==> config.mk <==
export PLATFORM = sky130hd
export DESIGN_NAME = duty_cycle_percent_meter
export DESIGN_NICKNAME = d
export VERILOG_FILES = /design/src/rtl/dcpm_pkg.sv /design/src/rtl/duty_cycle_percent_meter.sv
export SDC_FILE = /design/constraint.sdc
export NUM_CORES = 1
export LEC_CHECK = 0
export ABC_AREA = 1
export BUFFER_PORTS_ARGS = -buffer_cell sky130_fd_sc_hd__buf_2
export CAP_MARGIN = 30
export CORE_MARGIN = 10
export CORE_UTILIZATION = 38
export DETAILED_ROUTE_END_ITERATION = 8
export PLACE_DENSITY = 0.64
export SYNTH_ARGS = -nofsm -noshare
export SYNTH_HDL_FRONTEND = slang
export SYNTH_SLANG_ARGS = --single-unit
export TNS_END_PERCENT = 50
==> constraint.sdc <==
create_clock -name clk -period 3.2 [get_ports clk]
set_input_delay 0.64 -clock clk [delete_from_list [all_inputs] [get_ports clk]]
set_output_delay 0.64 -clock clk [all_outputs]
set_load 0.05 [all_outputs]
==> src/rtl/dcpm_pkg.sv <==
// Package for the duty-cycle percent meter: beat types, widths and constants.
// Used by rtl/duty_cycle_percent_meter.sv; depends on nothing else.

package dcpm_pkg;

    // Width of the captured timer value.
    localparam int TIME_BITS = 16;
    // Width of the percent value and of the constant factor 100.
    localparam int PCT_BITS  = 7;
    // Width of high*100.
    localparam int PROD_BITS = TIME_BITS + PCT_BITS;
    // Width of the running edge count.
    localparam int CNT_BITS  = 16;
    // Step counter for the serial multiply and divide.
    localparam int STEP_BITS = $clog2(PCT_BITS);

    localparam logic [PCT_BITS-1:0] PCT_FULL = PCT_BITS'(100);

    // One edge event.
    typedef struct packed {
        logic                 edge_level;
        logic [TIME_BITS-1:0] edge_time;
    } edge_t;

    // One measurement result.
    typedef struct packed {
        logic [PCT_BITS-1:0]  percent_high;
        logic [TIME_BITS-1:0] period_ticks;
        logic [TIME_BITS-1:0] high_ticks;
        logic [CNT_BITS-1:0]  edges_seen;
        logic                 period_zero;
    } result_t;

    // Sequencer states.
    typedef enum logic [2:0] {
        ST_IDLE,
        ST_MUL,
        ST_CHECK,
        ST_DIV,
        ST_DONE
    } state_t;

endpackage

==> src/rtl/duty_cycle_percent_meter.sv <==
// Duty-cycle percent meter top level: edge capture, serial multiply/divide, result register.
// Depends on rtl/dcpm_pkg.sv.

// Takes one edge beat per cycle while idle. A rising edge or an opening falling
// edge is recorded without leaving idle. A closing falling edge starts a
// measurement: a capture step, bit-serial shift-add for high*100, one
// saturation check, restoring division (one quotient bit a cycle) and a step
// to post the result. A quotient of 128 or more is caught at the saturation
// check and skips the division; a zero period skips the arithmetic. The edge
// channel stalls for the length of that sequence, and longer while a new result
// waits for the previous one to leave the output register. A result is posted
// only when the percent differs from the last reported one.

module duty_cycle_percent_meter
(
    input  logic              clk,
    input  logic              rst_n,
    input  logic              edge_valid,
    output logic              edge_stall,
    input  dcpm_pkg::edge_t   edge_data,
    output logic              result_valid,
    input  logic              result_stall,
    output dcpm_pkg::result_t result_data
);

    localparam int TB = dcpm_pkg::TIME_BITS;
    localparam int PB = dcpm_pkg::PCT_BITS;
    localparam int RB = dcpm_pkg::PROD_BITS;
    localparam int SB = dcpm_pkg::STEP_BITS;

    dcpm_pkg::state_t state_reg, state_next;

    logic [TB-1:0]                 start_fall_reg, start_fall_next;
    logic                          start_valid_reg, start_valid_next;
    logic [TB-1:0]                 rise_time_reg, rise_time_next;
    logic [PB-1:0]                 last_pct_reg, last_pct_next;
    logic [dcpm_pkg::CNT_BITS-1:0] edge_cnt_reg, edge_cnt_next;

    logic [TB-1:0]                 period_reg, period_next;
    logic [TB-1:0]                 high_reg, high_next;
    logic [dcpm_pkg::CNT_BITS-1:0] seen_reg, seen_next;
    logic                          zero_reg, zero_next;
    logic                          sat_reg, sat_next;
    logic [RB-1:0]                 prod_reg, prod_next;
    logic [SB-1:0]                 step_reg, step_next;

    logic                          res_valid_reg, res_valid_next;
    dcpm_pkg::result_t             res_reg, res_next;

    logic                          edge_take;
    logic                          res_load;
    logic [TB-1:0]                 rem;
    logic [TB:0]                   trial;
    logic [PB-1:0]                 quot;
    logic [PB-1:0]                 pct;

    assign edge_stall   = (state_reg != dcpm_pkg::ST_IDLE);
    assign edge_take    = edge_valid && !edge_stall;
    assign result_valid = res_valid_reg;
    assign result_data  = res_reg;

    // Divider datapath: remainder in the upper bits, dividend/quotient below.
    assign rem   = prod_reg[RB-1:PB];
    assign trial = {rem, prod_reg[PB-1]} - {1'b0, period_reg};
    assign quot  = prod_reg[PB-1:0];

    // Final percent with saturation and zero-period override.
    always_comb
    begin
        if (zero_reg)
            pct = '0;
        else if (sat_reg || (quot > dcpm_pkg::PCT_FULL))
            pct = dcpm_pkg::PCT_FULL;
        else
            pct = quot;
    end

    // Sequencer and datapath next state
    always_comb
    begin
        state_next       = state_reg;
        start_fall_next  = start_fall_reg;
        start_valid_next = start_valid_reg;
        rise_time_next   = rise_time_reg;
        last_pct_next    = last_pct_reg;
        edge_cnt_next    = edge_cnt_reg;
        period_next      = period_reg;
        high_next        = high_reg;
        seen_next        = seen_reg;
        zero_next        = zero_reg;
        sat_next         = sat_reg;
        prod_next        = prod_reg;
        step_next        = step_reg;
        res_load         = 1'b0;

        unique case (state_reg)
            dcpm_pkg::ST_IDLE:
            begin
                if (edge_take)
                begin
                    edge_cnt_next = edge_cnt_reg + 1'b1;
                    if (edge_data.edge_level)
                        rise_time_next = edge_data.edge_time;
                    else if (!start_valid_reg)
                    begin
                        start_fall_next  = edge_data.edge_time;
                        start_valid_next = 1'b1;
                    end
                    else
                    begin
                        // closing falling edge
                        start_valid_next = 1'b0;
                        period_next = edge_data.edge_time - start_fall_reg;
                        high_next   = edge_data.edge_time - rise_time_reg;
                        seen_next   = edge_cnt_reg + 1'b1;
                        zero_next   = (edge_data.edge_time == start_fall_reg);
                        sat_next    = 1'b0;
                        prod_next   = '0;
                        step_next   = SB'(PB - 1);
                        if (edge_data.edge_time == start_fall_reg)
                            state_next = dcpm_pkg::ST_DONE;
                        else
                            state_next = dcpm_pkg::ST_MUL;
                    end
                end
            end

            dcpm_pkg::ST_MUL:
            begin
                // one bit of the constant per cycle, MSB first
                prod_next = {prod_reg[RB-2:0], 1'b0}
                          + (dcpm_pkg::PCT_FULL[step_reg] ? RB'(high_reg) : '0);
                if (step_reg == '0)
                    state_next = dcpm_pkg::ST_CHECK;
                else
                    step_next = step_reg - 1'b1;
            end

            dcpm_pkg::ST_CHECK:
            begin
                // quotient of 2^PB or more saturates outright
                step_next = SB'(PB - 1);
                if (rem >= period_reg)
                begin
                    sat_next   = 1'b1;
                    state_next = dcpm_pkg::ST_DONE;
                end
                else
                    state_next = dcpm_pkg::ST_DIV;
            end

            dcpm_pkg::ST_DIV:
            begin
                // restoring step: shift one dividend bit in, one quotient bit out
                if (!trial[TB])
                    prod_next = {trial[TB-1:0], prod_reg[PB-2:0], 1'b1};
                else
                    prod_next = {prod_reg[RB-2:0], 1'b0};
                if (step_reg == '0)
                    state_next = dcpm_pkg::ST_DONE;
                else
                    step_next = step_reg - 1'b1;
            end

            dcpm_pkg::ST_DONE:
            begin
                if (pct == last_pct_reg)
                    state_next = dcpm_pkg::ST_IDLE;
                else if (!res_valid_reg || !result_stall)
                begin
                    res_load      = 1'b1;
                    last_pct_next = pct;
                    state_next    = dcpm_pkg::ST_IDLE;
                end
            end

            default:
                state_next = dcpm_pkg::ST_IDLE;
        endcase
    end

    // Output register
    always_comb
    begin
        res_next              = res_reg;
        res_valid_next        = res_valid_reg && result_stall;
        res_next.percent_high = pct;
        res_next.period_ticks = period_reg;
        res_next.high_ticks   = high_reg;
        res_next.edges_seen   = seen_reg;
        res_next.period_zero  = zero_reg;
        if (res_load)
            res_valid_next = 1'b1;
        else
            res_next = res_reg;
    end

    // Control and measurement state
    always_ff @(posedge clk or negedge rst_n)
    begin
        if (!rst_n)
        begin
            state_reg       <= dcpm_pkg::ST_IDLE;
            start_fall_reg  <= '0;
            start_valid_reg <= 1'b0;
            rise_time_reg   <= '0;
            last_pct_reg    <= '0;
            edge_cnt_reg    <= '0;
            res_valid_reg   <= 1'b0;
        end
        else
        begin
            state_reg       <= state_next;
            start_fall_reg  <= start_fall_next;
            start_valid_reg <= start_valid_next;
            rise_time_reg   <= rise_time_next;
            last_pct_reg    <= last_pct_next;
            edge_cnt_reg    <= edge_cnt_next;
            res_valid_reg   <= res_valid_next;
        end
    end

    // Datapath registers
    always_ff @(posedge clk)
    begin
        period_reg <= period_next;
        high_reg   <= high_next;
        seen_reg   <= seen_next;
        zero_reg   <= zero_next;
        sat_reg    <= sat_next;
        prod_reg   <= prod_next;
        step_reg   <= step_next;
        res_reg    <= res_next;
    end

    // Assertions
    a_pct_range: assert property (@(posedge clk) disable iff (!rst_n)
        result_valid |-> (result_data.percent_high <= dcpm_pkg::PCT_FULL))
        else $error("percent above full scale");

    a_zero_pct: assert property (@(posedge clk) disable iff (!rst_n)
        (result_valid && result_data.period_zero) |-> (result_data.percent_high == '0))
        else $error("zero period with nonzero percent");

    a_new_pct: assert property (@(posedge clk) disable iff (!rst_n)
        res_load |=> (result_data.percent_high != $past(last_pct_reg)))
        else $error("result posted with unchanged percent");

    a_mul_seq: assert property (@(posedge clk) disable iff (!rst_n)
        (state_reg == dcpm_pkg::ST_MUL) |=>
            (state_reg == dcpm_pkg::ST_MUL || state_reg == dcpm_pkg::ST_CHECK))
        else $error("multiply sequence broken");

endmodule
==> impl_metrics.prom <==
# TYPE chip_impl_metric gauge
chip_impl_metric{name="postRouteWirelength",unit="mm"} 26.6
chip_impl_metric{name="p_leak",unit="nW"} 5.69
chip_impl_metric{name="max_freq",unit="GHz"} 0.387
chip_impl_metric{name="latest_clock_arrival_within_the_worst_skew_pair",unit="ns"} 0.44
chip_impl_metric{name="placedCellCount",unit=""} 1664
chip_impl_metric{name="drive_gt1_share",unit="%"} 13.0
chip_impl_metric{name="cap_violations",unit=""} 0
chip_impl_metric{name="clk_pin_slew",unit="ns"} 0.08
chip_impl_info{name="yosys_most_used_dff",value="sky130_fd_sc_hd__edfxtp_1"} 1
chip_impl_metric{name="flip_flop_count_of_the_largest_register_all_copies_and_words_added",unit=""} 56
chip_impl_metric{name="switching_share",unit="%"} 44.6
chip_impl_info{name="worstSetupStartpointType",value="flip-flop"} 1
chip_impl_metric{name="insertedDiodeCount",unit=""} 0
chip_impl_info{name="worstHoldPathType",value="input port to async pin"} 1
chip_impl_metric{name="final_period_minus_worst_setup_slack",unit="ns"} 2.59
chip_impl_metric{name="arrival",unit="ns"} 2.77
chip_impl_metric{name="worstRegToRegCells",unit=""} 16
chip_impl_metric{name="yosys_warnings",unit=""} 0
chip_impl_metric{name="clock_sink_count",unit=""} 193
chip_impl_metric{name="num-nets-final",unit=""} 1404
chip_impl_metric{name="std_cell_rows",unit=""} 62
chip_impl_metric{name="layout_worst_path_cycle_share",unit="%"} 80.8
chip_impl_metric{name="relSlewSlack",unit="%"} 42.6
chip_impl_metric{name="place.detailed.hpwl",unit="mm"} 21.0
chip_impl_info{name="path_class",value="flip-flop to flip-flop"} 1
chip_impl_info{name="most_frequent_cells_in_the_layout",value="sky130_fd_sc_hd__nand2_1 (289), sky130_fd_sc_hd__inv_1 (166), sky130_fd_sc_hd__edfxtp_1 (132)"} 1
chip_impl_metric{name="cts_htree_levels",unit=""} 4
chip_impl_metric{name="clock_skew",unit="ns"} 0.0133
chip_impl_info{name="rsz_0062_raised_after_global_routing",value="false"} 1
chip_impl_metric{name="area_growth_syn_to_layout",unit="%"} 13.5
chip_impl_metric{name="switching_power",unit="W"} 0.00549
chip_impl_metric{name="synth_enable_flop_cells",unit=""} 132
chip_impl_metric{name="number_of_antenna_violations_at_the_first_check_in_global_routing",unit=""} 0
chip_impl_metric{name="post-route-drc-count",unit=""} 0
chip_impl_info{name="synthTopCellsByArea",value="sky130_fd_sc_hd__edfxtp_1 (36%), sky130_fd_sc_hd__dfrtp_1 (14%), sky130_fd_sc_hd__nand2_1 (9.8%), sky130_fd_sc_hd__ha_1 (9.1%), sky130_fd_sc_hd__inv_1 (5.7%)"} 1
chip_impl_metric{name="grt_pass1_wl",unit="mm"} 43.5
chip_impl_metric{name="die_extent_in_x",unit="um"} 190
chip_impl_info{name="layout_commonest_cell",value="sky130_fd_sc_hd__nand2_1"} 1
chip_impl_metric{name="netlist_area",unit="um^2"} 11000
chip_impl_metric{name="power_report.internal_total",unit="W"} 0.00682
chip_impl_metric{name="synth.lib_cells_used.distinct",unit=""} 47
chip_impl_info{name="status",value="completed"} 1
chip_impl_metric{name="yosysSeqAreaShare",unit="%"} 49.7
chip_impl_metric{name="cts_buffer_depth",unit=""} 2
chip_impl_info{name="post-synth-top-area-cell",value="sky130_fd_sc_hd__edfxtp_1"} 1
chip_impl_info{name="critical_path.reg2reg.endpoint",value="prod_reg[21]"} 1
chip_impl_metric{name="cts.repair.resized",unit=""} 0
chip_impl_metric{name="worst-path-max-fanout",unit=""} 6
chip_impl_metric{name="vdd_drop_max",unit="uV"} 425
chip_impl_metric{name="synthesis.area_per_instance",unit="um^2"} 9.17
chip_impl_metric{name="die-area",unit="um^2"} 36300
chip_impl_metric{name="vias",unit=""} 8356
chip_impl_metric{name="number_of_hold_repair_buffers_added_at_the_cts_stage",unit=""} 0
chip_impl_metric{name="worst-slew-pin-transition",unit="ns"} 0.861
chip_impl_metric{name="largest_net_degree_at_the_start_of_global_routing",unit=""} 61
chip_impl_metric{name="dr.first_iter.drc_count",unit=""} 686
chip_impl_metric{name="ys_async_sr_fraction",unit="%"} 31.1
chip_impl_metric{name="combPwrFrac",unit="%"} 49.8
chip_impl_metric{name="pwr-share-clk",unit="%"} 16.6
chip_impl_metric{name="sequential_share_of_power",unit="%"} 33.6
chip_impl_metric{name="gr-usage-all-layers",unit="%"} 15.0
chip_impl_metric{name="globalRoute.totalOverflow",unit=""} 0
chip_impl_metric{name="maxSlewViolCount",unit=""} 0
chip_impl_metric{name="setup-tns-final",unit="ns"} 0
chip_impl_metric{name="final_core_util",unit="%"} 43.6
chip_impl_metric{name="core",unit="um^2"} 28700
chip_impl_metric{name="finalHoldWorstSlack",unit="ns"} 0.343
chip_impl_metric{name="reg2reg_setup_slack",unit="ns"} 0.61
chip_impl_metric{name="proportion_of_netlist_area_held_by_the_largest_area_contributor",unit="%"} 35.9
chip_impl_info{name="setup.worst_path.end_class",value="flip-flop"} 1
chip_impl_metric{name="finalHoldViolCount",unit=""} 0
chip_impl_metric{name="io_buffer_count",unit=""} 78
chip_impl_metric{name="grt_pass1_vias",unit=""} 8287
chip_impl_metric{name="gpl.final_weighted_congestion",unit=""} 0.885
chip_impl_metric{name="synth-seq-cells",unit=""} 193
chip_impl_metric{name="drt-vias-per-instance",unit=""} 4.93
chip_impl_metric{name="mappedNetlistNets",unit=""} 1309
chip_impl_metric{name="tritoncts.num_buffers",unit=""} 17
chip_impl_metric{name="netlist_instances",unit=""} 1204
chip_impl_info{name="root_buffer",value="sky130_fd_sc_hd__clkbuf_16"} 1
chip_impl_metric{name="die_height",unit="um"} 190
chip_impl_metric{name="cts_setup_buffers",unit=""} 0
chip_impl_metric{name="start_util",unit="%"} 38.5
chip_impl_metric{name="power_density",unit="nW/um^2"} 983
chip_impl_metric{name="final-instance-count-excl-fill",unit=""} 1696
chip_impl_metric{name="cp_data_required_time",unit="ns"} 3.39
chip_impl_metric{name="ioPinCount",unit=""} 79
chip_impl_metric{name="postRouteAntennaNets",unit=""} 0
chip_impl_metric{name="routedWlPerCell",unit="um"} 15.7
chip_impl_info{name="cts_tree",value="done"} 1
chip_impl_metric{name="drt_first_pass_iters",unit=""} 7
chip_impl_metric{name="finalSetupViolCount",unit=""} 0
cells in the mapped netlist (6+ instances only):
library cell / number
sky130_fd_sc_hd__nand3_2: 8
sky130_fd_sc_hd__o21ai_1: 20
sky130_fd_sc_hd__a21o_1: 8
sky130_fd_sc_hd__ha_1: 80
sky130_fd_sc_hd__clkbuf_1: 7
sky130_fd_sc_hd__nand2_1: 289
sky130_fd_sc_hd__a21oi_1: 78
sky130_fd_sc_hd__dfrtp_1: 60
sky130_fd_sc_hd__a31oi_1: 6
sky130_fd_sc_hd__xnor2_1: 21
sky130_fd_sc_hd__nand4_1: 14
sky130_fd_sc_hd__xor2_1: 39
sky130_fd_sc_hd__nor2_1: 58
sky130_fd_sc_hd__nand3_1: 64
sky130_fd_sc_hd__o21ai_0: 73
sky130_fd_sc_hd__inv_1: 167
sky130_fd_sc_hd__edfxtp_1: 132
sky130_fd_sc_hd__nor3_1: 6
cell type report:
class / instances / area (um^2)
clock buffers: 18 / 429
multi-input cells: 823 / 4830
fillers: 2808 / 16200
clock inverters: 14 / 124
well taps: 384 / 480
flip-flops and latches: 193 / 5490
inverters: 172 / 646
repair buffers: 92 / 533
power groups by stage:
stage	registers, W	logic, W	clock network (W)
after floorplan	0.00416	0.00458	0
after global placement	0.00417	0.00600	0
after detailed placement	0.00419	0.00611	0
after CTS	0.00414	0.00614	0.00208
after global routing	0.00421	0.00703	0.00219
final	0.00414	0.00613	0.00204
per-stage QoR:
step	cell area [um^2]	setup WS, ns	power, W
2_1_floorplan	11000	0.437	0.00875
3_3_place_gp	12000	0.610	0.0102
3_5_place_dp	12000	0.567	0.0103
4_1_cts	12500	0.634	0.0124
5_1_grt	12500	0.389	0.0134
6_report	12500	0.614	0.0123
logic make-up (layout without fill, tap and decap cells):
| group | count (synthesis) | count (layout) | share of synthesized area [%] |
|---|---|---|---|
| DFF | 193 | 193 | 49.7 |
| buffers and inverters | 188 | 296 | 6.65 |
| and+or+nand+nor | 467 | 467 | 18.5 |
| adders and majority gates | 84 | 84 | 9.79 |
| xor gates and xnor gates | 60 | 60 | 4.76 |
| AOI/OAI and AO/OA | 211 | 211 | 10.5 |
| muxes | 1 | 1 | 0.102 |
how the worst max path moves through the flow:
stage | startpoint | end | cells after the start
final | flip-flop | prod_reg[21] | 16
after global routing | flip-flop | prod_reg[18] | 13
after CTS | prod_reg[6] | prod_reg[11] | 14
after detailed placement | edge_data[0] | high_reg[10] | 11
after global placement | edge_data[0] | period_reg[14] | 10
after floorplan | prod_reg[3] | result_data[0] | 11
per-layer routing:
metal  vias up  GRT usage (%)  routed length, um
met5         -              0                  0
met1      3921           19.3              12300
li1       4227              -                  -
met4         0           4.00                370
met3        25           2.69                942
met2       183           25.3              13000
worst max-delay path, cell delays in order (launching register included):
cell and delay, ns:
sky130_fd_sc_hd__dfxtp_1 0.41, sky130_fd_sc_hd__nand2_1 0.07, sky130_fd_sc_hd__inv_1 0.06, sky130_fd_sc_hd__ha_1 0.15, sky130_fd_sc_hd__inv_1 0.05, sky130_fd_sc_hd__fa_1 0.40, sky130_fd_sc_hd__inv_1 0.07, sky130_fd_sc_hd__nand3_1 0.06
sky130_fd_sc_hd__nand3_1 0.11, sky130_fd_sc_hd__inv_1 0.07, sky130_fd_sc_hd__o21ai_2 0.21, sky130_fd_sc_hd__nand3_1 0.16, sky130_fd_sc_hd__nand2_1 0.11, sky130_fd_sc_hd__nand2_1 0.10, sky130_fd_sc_hd__o21a_1 0.19, sky130_fd_sc_hd__nand2_1 0.04
sky130_fd_sc_hd__o21ai_0 0.07
Note: power is estimated with default switching activity, not from simulation.
